## config.mk

```make
export PLATFORM = sky130hd
export DESIGN_NAME = vor_ctrl
export DESIGN_NICKNAME = d
export VERILOG_FILES = /design/src/assert_macros.svh /design/src/vor_pkg.sv /design/src/vor_ctrl.sv
export SDC_FILE = /design/constraint.sdc
export NUM_CORES = 1
export LEC_CHECK = 0
export BUFFER_PORTS_ARGS = -buffer_cell sky130_fd_sc_hd__buf_2
export CAP_MARGIN = 40
export CORE_AREA = 2 2 39 41
export DETAILED_ROUTE_END_ITERATION = 7
export DIE_AREA = 0 0 41 43
export PLACE_DENSITY = 0.87
export SYNTH_ARGS = -nofsm -noshare
export SYNTH_HDL_FRONTEND = slang
export SYNTH_SLANG_ARGS = --single-unit
```

## constraint.sdc

```tcl
create_clock -name clk -period 3.25 [get_ports clk]
set_input_delay 0.65 -clock clk [delete_from_list [all_inputs] [get_ports clk]]
set_output_delay 0.65 -clock clk [all_outputs]
set_load 0.02 [all_outputs]
```

## src/assert_macros.svh

```systemverilog
// Assertion macros shared by the RTL.
`ifndef ASSERT_MACROS_SVH
`define ASSERT_MACROS_SVH

`ifndef ASSERT_OFF
// Checked property, ignored while reset is high.
`define VOR_ASSERT(lbl, clk, rst, prop) \
  lbl: assert property (@(posedge clk) disable iff (rst) prop) \
    else $error("assertion failed");
// Checked property, also during reset.
`define VOR_ASSERT_ALWAYS(lbl, clk, prop) \
  lbl: assert property (@(posedge clk) prop) \
    else $error("assertion failed");
`else
`define VOR_ASSERT(lbl, clk, rst, prop)
`define VOR_ASSERT_ALWAYS(lbl, clk, prop)
`endif

`endif

```

## src/vor_pkg.sv

```systemverilog
package vor_pkg;

  // Grid size default
  localparam int DEF_MAX_DIM = 64;

  // Command codes
  typedef enum logic [1:0] {
    CMD_INSERT = 2'd0,
    CMD_EMIT   = 2'd1,
    CMD_CLEAR  = 2'd2
  } cmd_code_t;

  // Cell kinds
  localparam logic [1:0] KIND_EMPTY = 2'd0;
  localparam logic [1:0] KIND_LEAF  = 2'd1;
  localparam logic [1:0] KIND_BARK  = 2'd2;

  // Register indexes
  localparam logic [2:0] REG_ORIGIN_X  = 3'd0;
  localparam logic [2:0] REG_ORIGIN_Y  = 3'd1;
  localparam logic [2:0] REG_ORIGIN_Z  = 3'd2;
  localparam logic [2:0] REG_CELL_SIZE = 3'd3;
  localparam logic [2:0] REG_SIZE_X    = 3'd4;
  localparam logic [2:0] REG_SIZE_Y    = 3'd5;
  localparam logic [2:0] REG_SIZE_Z    = 3'd6;

  // Register reset values
  localparam logic [15:0] CELL_SIZE_RST = 16'd100;
  localparam logic [6:0]  SIZE_RST      = 7'd64;

  // Hash constants
  localparam logic [31:0] HASH_MX = 32'd73856093;
  localparam logic [31:0] HASH_MY = 32'd19349663;
  localparam logic [31:0] HASH_MZ = 32'd83492791;
  localparam logic [31:0] HASH_M1 = 32'h7feb352d;
  localparam logic [31:0] HASH_M2 = 32'h846ca68b;

  // Controller states
  typedef enum logic [3:0] {
    ST_CLEAR,
    ST_IDLE,
    ST_INS_START,
    ST_INS_DIV,
    ST_INS_RD,
    ST_INS_WR,
    ST_SCAN,
    ST_SCAN_CHK,
    ST_COUNT,
    ST_DRAIN,
    ST_OUT
  } ctl_state_t;

  // Controller to datapath
  typedef struct packed {
    logic latch;
    logic clr_start;
    logic clr_step;
    logic div_start;
    logic idx_store;
    logic ins_rd;
    logic ins_wr;
    logic scan_step;
    logic mark_done;
    logic scan_hit;
    logic cnt_step;
    logic out_load;
  } dp_cmd_t;

  // Datapath to controller
  typedef struct packed {
    logic clr_last;
    logic axis_neg;
    logic div_done;
    logic q_over;
    logic axis_last;
    logic scan_end;
    logic scan_inrange;
    logic cell_occ;
    logic cnt_last;
    logic out_free;
  } dp_sts_t;

endpackage

```

## src/vor_ctrl.sv

```systemverilog
module vor_ctrl import vor_pkg::*; (
  input  logic      clk,
  input  logic      rst,
  input  logic      in_valid,
  input  cmd_code_t in_cmd,
  output logic      in_ready,
  input  dp_sts_t   sts,
  output dp_cmd_t   cmd
);

  ctl_state_t state, state_next;

  always_ff @(posedge clk) begin
    if (rst) begin
      state <= ST_CLEAR;
    end else begin
      state <= state_next;
    end
  end

  // Next state
  always_comb begin
    state_next = state;
    case (state)
      ST_CLEAR: begin
        if (sts.clr_last) state_next = ST_IDLE;
      end
      ST_IDLE: begin
        if (in_valid) begin
          case (in_cmd)
            CMD_INSERT: state_next = ST_INS_START;
            CMD_EMIT:   state_next = ST_SCAN;
            CMD_CLEAR:  state_next = ST_CLEAR;
            default:    state_next = ST_IDLE;
          endcase
        end
      end
      ST_INS_START: begin
        state_next = sts.axis_neg ? ST_IDLE : ST_INS_DIV;
      end
      ST_INS_DIV: begin
        if (sts.div_done) begin
          if (sts.q_over) state_next = ST_IDLE;
          else if (sts.axis_last) state_next = ST_INS_RD;
          else state_next = ST_INS_START;
        end
      end
      ST_INS_RD: state_next = ST_INS_WR;
      ST_INS_WR: state_next = ST_IDLE;
      ST_SCAN: begin
        if (sts.scan_end) state_next = ST_OUT;
        else if (sts.scan_inrange) state_next = ST_SCAN_CHK;
      end
      ST_SCAN_CHK: begin
        state_next = sts.cell_occ ? ST_COUNT : ST_SCAN;
      end
      ST_COUNT: begin
        if (sts.cnt_last) state_next = ST_DRAIN;
      end
      ST_DRAIN: state_next = ST_OUT;
      ST_OUT: begin
        if (sts.out_free) state_next = ST_IDLE;
      end
      default: state_next = ST_IDLE;
    endcase
  end

  // Outputs
  always_comb begin
    cmd      = '0;
    in_ready = 1'b0;
    case (state)
      ST_CLEAR: cmd.clr_step = 1'b1;
      ST_IDLE: begin
        in_ready  = 1'b1;
        cmd.latch = in_valid;
        cmd.clr_start = in_valid && (in_cmd == CMD_CLEAR);
      end
      ST_INS_START: cmd.div_start = !sts.axis_neg;
      ST_INS_DIV:   cmd.idx_store = sts.div_done && !sts.q_over;
      ST_INS_RD:    cmd.ins_rd = 1'b1;
      ST_INS_WR:    cmd.ins_wr = 1'b1;
      ST_SCAN: begin
        cmd.mark_done = sts.scan_end;
        cmd.scan_step = !sts.scan_end;
      end
      ST_SCAN_CHK: cmd.scan_hit = sts.cell_occ;
      ST_COUNT:    cmd.cnt_step = 1'b1;
      ST_OUT:      cmd.out_load = sts.out_free;
      default: cmd = '0;
    endcase
  end

endmodule

```

==> Yosys cells after proc, flatten, opt, wreduce, memory -nomap -nowiden <==
Cells that the tools add are included.
{ "totals": {"in_bits": 15, "output_inout_bits": 13, "register_bits": 4} }
{ "classes": {"n_reduce_logical": 8, "muxes": 24, "eq_ne": 18} }
{ "ops": {"columns": ["op", "count"], "rows": [
  ["$pmux W4 S10", 1],
  ["$mux W4", 8],
  ["$eq A4 B3 Y1 const B", 4],
  ["$eq A4 B4 Y1 const B", 3],
  ["$ne A2 B2 Y1 const B", 5],
  ["$mux W1", 9],
  ["$pmux W3 S3", 1],
  ["$eq A4 B2 Y1 const B", 2],
  ["$mux W2", 3],
  ["$mux W3", 2],
  ["$reduce_and A6 Y1", 1],
  ["$eq A4 B1 Y1 const B", 1],
  ["$logic_not A4 Y1", 1],
  ["$logic_not A1 Y1", 3],
  ["$ne A3 B3 Y1 const B", 1],
  ["$eq A2 B1 Y1 const B", 1],
  ["$eq A2 B2 Y1 const B", 1],
  ["$logic_and A1 B1 Y1", 2],
  ["$logic_not A2 Y1", 1]
]} }

==> Longest topological paths before layout <==
Gate-level depths: netlist of run 1.
{ "depth": {"word_depth": 4, "mapped_depth": 6} }

==> Worst setup path after synthesis of run 1 <==
Ideal clock, no wire load.
{ "synth_timing": {"path_kind": "reg2out", "start": "register state[2]", "end": "output port cmd[10] (netlist bit)", "arrival_ps": 1649, "path_stages_with_launch": 6, "setup_slack_ps": 951, "n_path_buf": 1, "path_cell_list": "dfxtp_1 -> or2_1 -> buf_2 -> nor2_1 -> and2_1 -> and3b_1"} }
{ "synth_lines": {"columns": ["element", "line", "rtl"], "rows": [
  ["from (decl)", "vor_ctrl.sv:11", "ctl_state_t state, state_next;"],
  ["from (signal assigned)", "vor_ctrl.sv:17", "state <= state_next;"],
  ["to (decl)", "vor_ctrl.sv:8", "output dp_cmd_t cmd"]
]} }

==> metrics.txt, run 1 <==
fin crit period=2410 ps; Hold Crit Class=in -> reg; final RePlAce weighted congestion=0.909; fmax=0.415 GHz; #FFs+latches synth=4; met2 Use GR=0.284; worst r2r path cells=4; HP Start=rst; number of I/O pins=28; # hold bufs at CTS=0; share of the cycle needed by the critical path after routing=0.742; Max IR drop VDD=162 uV; Slew Limit Headroom=0.562; FF-to-FF Start=state[1]; Most Crowded Layer GR=met2; synthesis-to-layout area growth=23.6%; Filler cells=143; status=finished clean; total grt overflow=0; Netlist cell types=36; Resized Gates After CTS=0; drt drc=0; reg2reg end=state[1]; Worst EP required=2600 ps; max FFs per register=4; Max-cap violations=0; GRT Total Usage=0.191; Power per Cell Area=385 mW/mm2; CTS buffer count=3; sequential fraction of the synthesis area=0.139; endpoints failing setup=0; CTS H-Tree Depth=1; Final Instance Count excl. Fillers=121; Initial Util=0.417; Reg area=80.1 um2; Worst-path clk slew=40 ps; Slew Viols, Final=0; vias in the first global route=528; Gate Count Post-Synth=82; Antenna Violating Nets Remaining=0; Root Buffer=clkbuf_4; hpwl dp=1180 um; CP arrival=1760 ps; drt pass-1 iters=4; Place WS=1120 ps; antenna violations before repair=0; RSZ-0062 raised after global routing=no; slew at the pin closest to its max-slew limit=651 ps; Avg Synthesized Cell Area=7.03 um2; Setup CP Type=reg -> out; M1 GR Usage=0.251; CTS tree=done; Top reg by flops=state; Final Skew=1.02 ps; layout cells sized above 1=0.333; largest net degree at the start of global routing=23; met3 GRT Util=0.0471; chip width=41 um; CTS Sinks=4; top flop regs=state x4; Syn. warnings=0; startpoint types=flip-flop; endpoints failing hold=0; I/O Buffers=27; Worst Setup End Kind=output pin; total wire length=1520 um; Inserted Diodes=0; Placeable Area=0.00138 mm2; WHS=638 ps; vias per cell=5.77; detailed-route via count=698; syn nets=97; die height=43 um; setup TNS=0 ps; Mapped Area=577 um2; crit path to=cmd[10]; cell count after placement=118; critical path startpoint=state[0]; CP Max Fanout=21; post-route setup slack=839 ps; first-pass GRT wire length=2300 um; row count=14; worst skew pair latency=240 ps; Final #Nets=122; P_leak=0.315 nW; multi-input gate area in the final layout=440 um2; DR WL/cell=12.5 um; die area=0.00176 mm2; Worst R2R Setup Slack=1230 ps; CTS Buffer Depth=2; number of setup buffers added after CTS=0; First DRT Iteration DRCs=28
worst min path at each step:
stage          slack (ps)  cells after the start        to
2_1_floorplan         710                      4  state[0]
3_3_place_gp          760                      2  state[0]
3_5_place_dp          780                      2  state[0]
4_1_cts               640                      2  state[0]
5_1_grt               650                      2  state[0]
6_report              640                      2  state[0]
cell usage in the layout (no fill, tap or decap), drive strengths merged, types with 2 or more instances in the layout:
cell,instances
nor4,2
dfxtp,4
and2,2
clkbuf,3
o21ai,3
or3,2
nand3b,4
buf,27
nor2,6
or2,2
mux2,2
nand2b,3
a21oi,5
nor2b,5
inv,4
nor3,10
nand2,3
o311ai,2
cell usage after synthesis:
cell type | n | area [um2]
nor3_1 | 10 | 50.1
nor2_1 | 6 | 22.5
a21oi_1 | 5 | 25.0
nor2b_1 | 5 | 31.3
dfxtp_1 | 4 | 80.1
inv_1 | 4 | 15.0
nand3b_1 | 4 | 30.0
buf_2 | 3 | 15.0
nand2_1 | 3 | 11.3
nand2b_1 | 3 | 18.8
o21ai_0 | 3 | 15.0
and2_1 | 2 | 12.5
clkbuf_1 | 2 | 7.51
mux2_2 | 2 | 22.5
nor4_1 | 2 | 12.5
o311ai_0 | 2 | 17.5
or2_1 | 2 | 12.5
or3_1 | 2 | 12.5
a2111oi_0 | 1 | 8.76
a211oi_1 | 1 | 7.51
a21o_1 | 1 | 7.51
a222oi_1 | 1 | 10.0
a32o_1 | 1 | 10.0
a32oi_1 | 1 | 8.76
and3b_1 | 1 | 8.76
buf_4 | 1 | 7.51
buf_6 | 1 | 11.3
nand3_1 | 1 | 5.00
nand4b_1 | 1 | 8.76
o21a_1 | 1 | 7.51
o31ai_2 | 1 | 12.5
o32ai_2 | 1 | 16.3
o41ai_1 | 1 | 8.76
or2b_1 | 1 | 7.51
or3b_2 | 1 | 8.76
or4b_1 | 1 | 10.0
metrics by stage:
step	power [mW]	utilization	instance area, um2
finish	0.275	0.515	713
global route	0.298	0.515	713
global placement	0.206	0.499	691
floorplan	0.184	-	577
detailed placement	0.210	0.499	691
CTS	0.275	0.515	713
power by group:
| group | switching (mW) | internal, mW | total [mW] |
|---|---|---|---|
| clock network | 0.0219 | 0.0414 | 0.0633 |
| logic | 0.0705 | 0.0591 | 0.130 |
| registers | 0.0266 | 0.0552 | 0.0818 |
cells by family after synthesis:
| family | synth area share |
|---|---|
| buffers and inverters | 0.0976 |
| AND/OR/NAND/NOR | 0.456 |
| flip-flops | 0.139 |
| multiplexers | 0.0390 |
| AO/OA/AOI/OAI | 0.269 |
critical path, stage by stage (launching register included):
cell and delay [ps]:
dfxtp_1 680, nand2b_1 190, nor2_1 190, and2_1 160, and3b_1 150, buf_2 150
cell type report:
type | count | share of cell area
clock buffer | 3 | 0.0316
inverter | 4 | 0.0211
multi-input combinational | 67 | 0.618
sequential | 4 | 0.112
tap | 16 | 0.0281
timing repair buffer | 27 | 0.189
metal layers:
| layer | share of wire | vias to the layer above | wire length [um] |
|---|---|---|---|
| li1 | - | 354 | - |
| met1 | 0.43 | 309 | 648 |
| met2 | 0.48 | 32 | 728 |
| met3 | 0.078 | 3 | 118 |
| met4 | 0.013 | 0 | 19 |
| met5 | 0 | - | 0 |
Note: power is estimated with default switching activity, not from simulation.
==> run 2: changes to the inputs <==
- ABC_AREA: default -> 1
- CORE_AREA: 2 2 39 41 -> default
- CORE_MARGIN: default -> 2
- CORE_UTILIZATION: default -> 40
- DIE_AREA: 0 0 41 43 -> default
- PLACE_DENSITY: 0.87 -> 0.85
- clock period: 3.25 -> 2 ns (I/O delays scaled with it)
==> metrics.txt, run 2 <==
Max IR drop VDD=232 uV; cell count after placement=154; Post-synth EDFFs=0; Final Core Density=0.568; CP max stage cell=dfxtp_1; CTS tree=done; CP delay by family, top=simple AND/OR/NAND/NOR gates; GRT Total Usage=0.185; Netlist cell types=17; first-pass GRT wire length=2570 um; Setup CP Type=reg -> out; number of setup buffers added after CTS=0; largest net degree at the start of global routing=8; total grt overflow=0; Place WS=421 ps; #FFs+latches synth=4; Gate Count Post-Synth=112; Worst EP required=1600 ps; post-route setup slack=180 ps; Buf/Inv on CP=2; RSZ-0062 raised after global routing=no; sequential fraction of the synthesis area=0.138; vias per cell=5.14; startpoint types=flip-flop; status=finished clean; setup TNS=0 ps; max FFs per register=4; top flop regs=state x4; # hold bufs at CTS=0; number of I/O pins=28; post-synth top area cell=nand2_1; hpwl dp=1410 um; post-synth top area share=0.200; row count=13; antenna violations before repair=0; fmax=0.549 GHz; Final Skew=7.63 ps; share of the cycle needed by the critical path after routing=0.910; worst skew pair latency=230 ps; slew at the pin closest to its max-slew limit=309 ps; Final Instance Count excl. Fillers=157; drt drc=0; First DRT Iteration DRCs=42; vias in the first global route=670; Antenna Violating Nets Remaining=0; worst path cell trace=inv_2 -> nor2_2 -> nand2_2 -> nor4_1 -> buf_2; syn nets=127; Avg Synthesized Cell Area=5.19 um2; die area=0.00178 mm2; ys async rst share=0; final RePlAce weighted congestion=0.945; Syn. warnings=0; Max-cap violations=0; most common cell in the netlist=nand2_1; total wire length=1620 um; Worst Setup End Kind=output pin; Hold Crit Class=in -> reg; endpoints failing setup=0; CTS H-Tree Depth=1; fin crit period=1820 ps; Inserted Diodes=0; Placeable Area=0.00133 mm2; drt pass-1 iters=4; Tot Pwr=0.509 mW; max incr delay on CP=450 ps; chip width=42.1 um; commonest cells after routing, fill and taps aside=nand2_1, buf_2, inv_1; CP Max Fanout=5; Top reg by flops=state; detailed-route via count=807; CTS buffer count=3; largest cells by area after synthesis=nand2_1, inv_1, dfxtp_1; DR WL/cell=10.3 um; most common cell after layout, fill and taps aside=nand2_1; synthesis-to-layout area growth=30.3%; endpoints failing hold=0; Mapped Area=582 um2; layout cells sized above 1=0.359; Resized Gates After CTS=0; CP arrival=1420 ps; Worst-path clk slew=40 ps; CTS Buffer Depth=2; ys flop type=dfxtp_1; Root Buffer=clkbuf_4; synth cell count leaders=nand2_1, inv_1, nor2_1, nand3_1, nor2_2; I/O Buffers=27; Slew Limit Headroom=0.794; Final #Nets=159; die height=42.1 um; Slew Viols, Final=0; Initial Util=0.436; CTS Sinks=4; P_leak=0.496 nW; Power per Cell Area=671 mW/mm2
==> run 2: cells by family after synthesis <==
logic type,synth area share
DFF,0.138
AOI/OAI and AO/OA,0.0710
buffers and inverters,0.181
and+or+nand+nor,0.611
==> run 2: final timing paths <==
path	slack (ps)	from	cells after the start	endpoint
setup / recovery	180	state[0]	5	cmd[10]
hold / removal	380	rst	2	state[1]
setup reg to reg	630	state[3]	9	state[0]
hold reg to reg	610	state[1]	2	state[1]
==> run 2: layer usage <==
layer  part of all wire  track usage  wire, um
met1               0.43        0.229       691
met3              0.084       0.0302       137
met4             0.0043       0.0500         7
met2               0.48        0.328       787
met5                  0            0         0
==> run 2: per-stage QoR <==
stage	instance area (um2)	hold WS, ps
finish	758	381
global route	758	386
CTS	758	380
detailed placement	736	594
global placement	736	585
floorplan	582	462
==> run 2: worst reg2reg max path, delay by kind of cell (launching register included) <==
family | cells | cell delay [ps]
AND/OR/NAND/NOR | 6 | 640
flip-flops | 1 | 390
buffers and inverters | 3 | 230
==> run 2: power by group <==
group	internal, mW	switching, mW
combinational	0.103	0.190
sequential	0.0925	0.0248
clock	0.0670	0.0318
==> run 2: area by class of cell <==
| type | count | area, um2 |
|---|---|---|
| Clock buffer | 3 | 22.5 |
| Fill cell | 146 | 576 |
| Inverter | 28 | 105 |
| Multi-Input combinational cell | 80 | 397 |
| Sequential cell | 4 | 80.1 |
| Tap cell | 15 | 18.8 |
| Timing Repair Buffer | 27 | 135 |
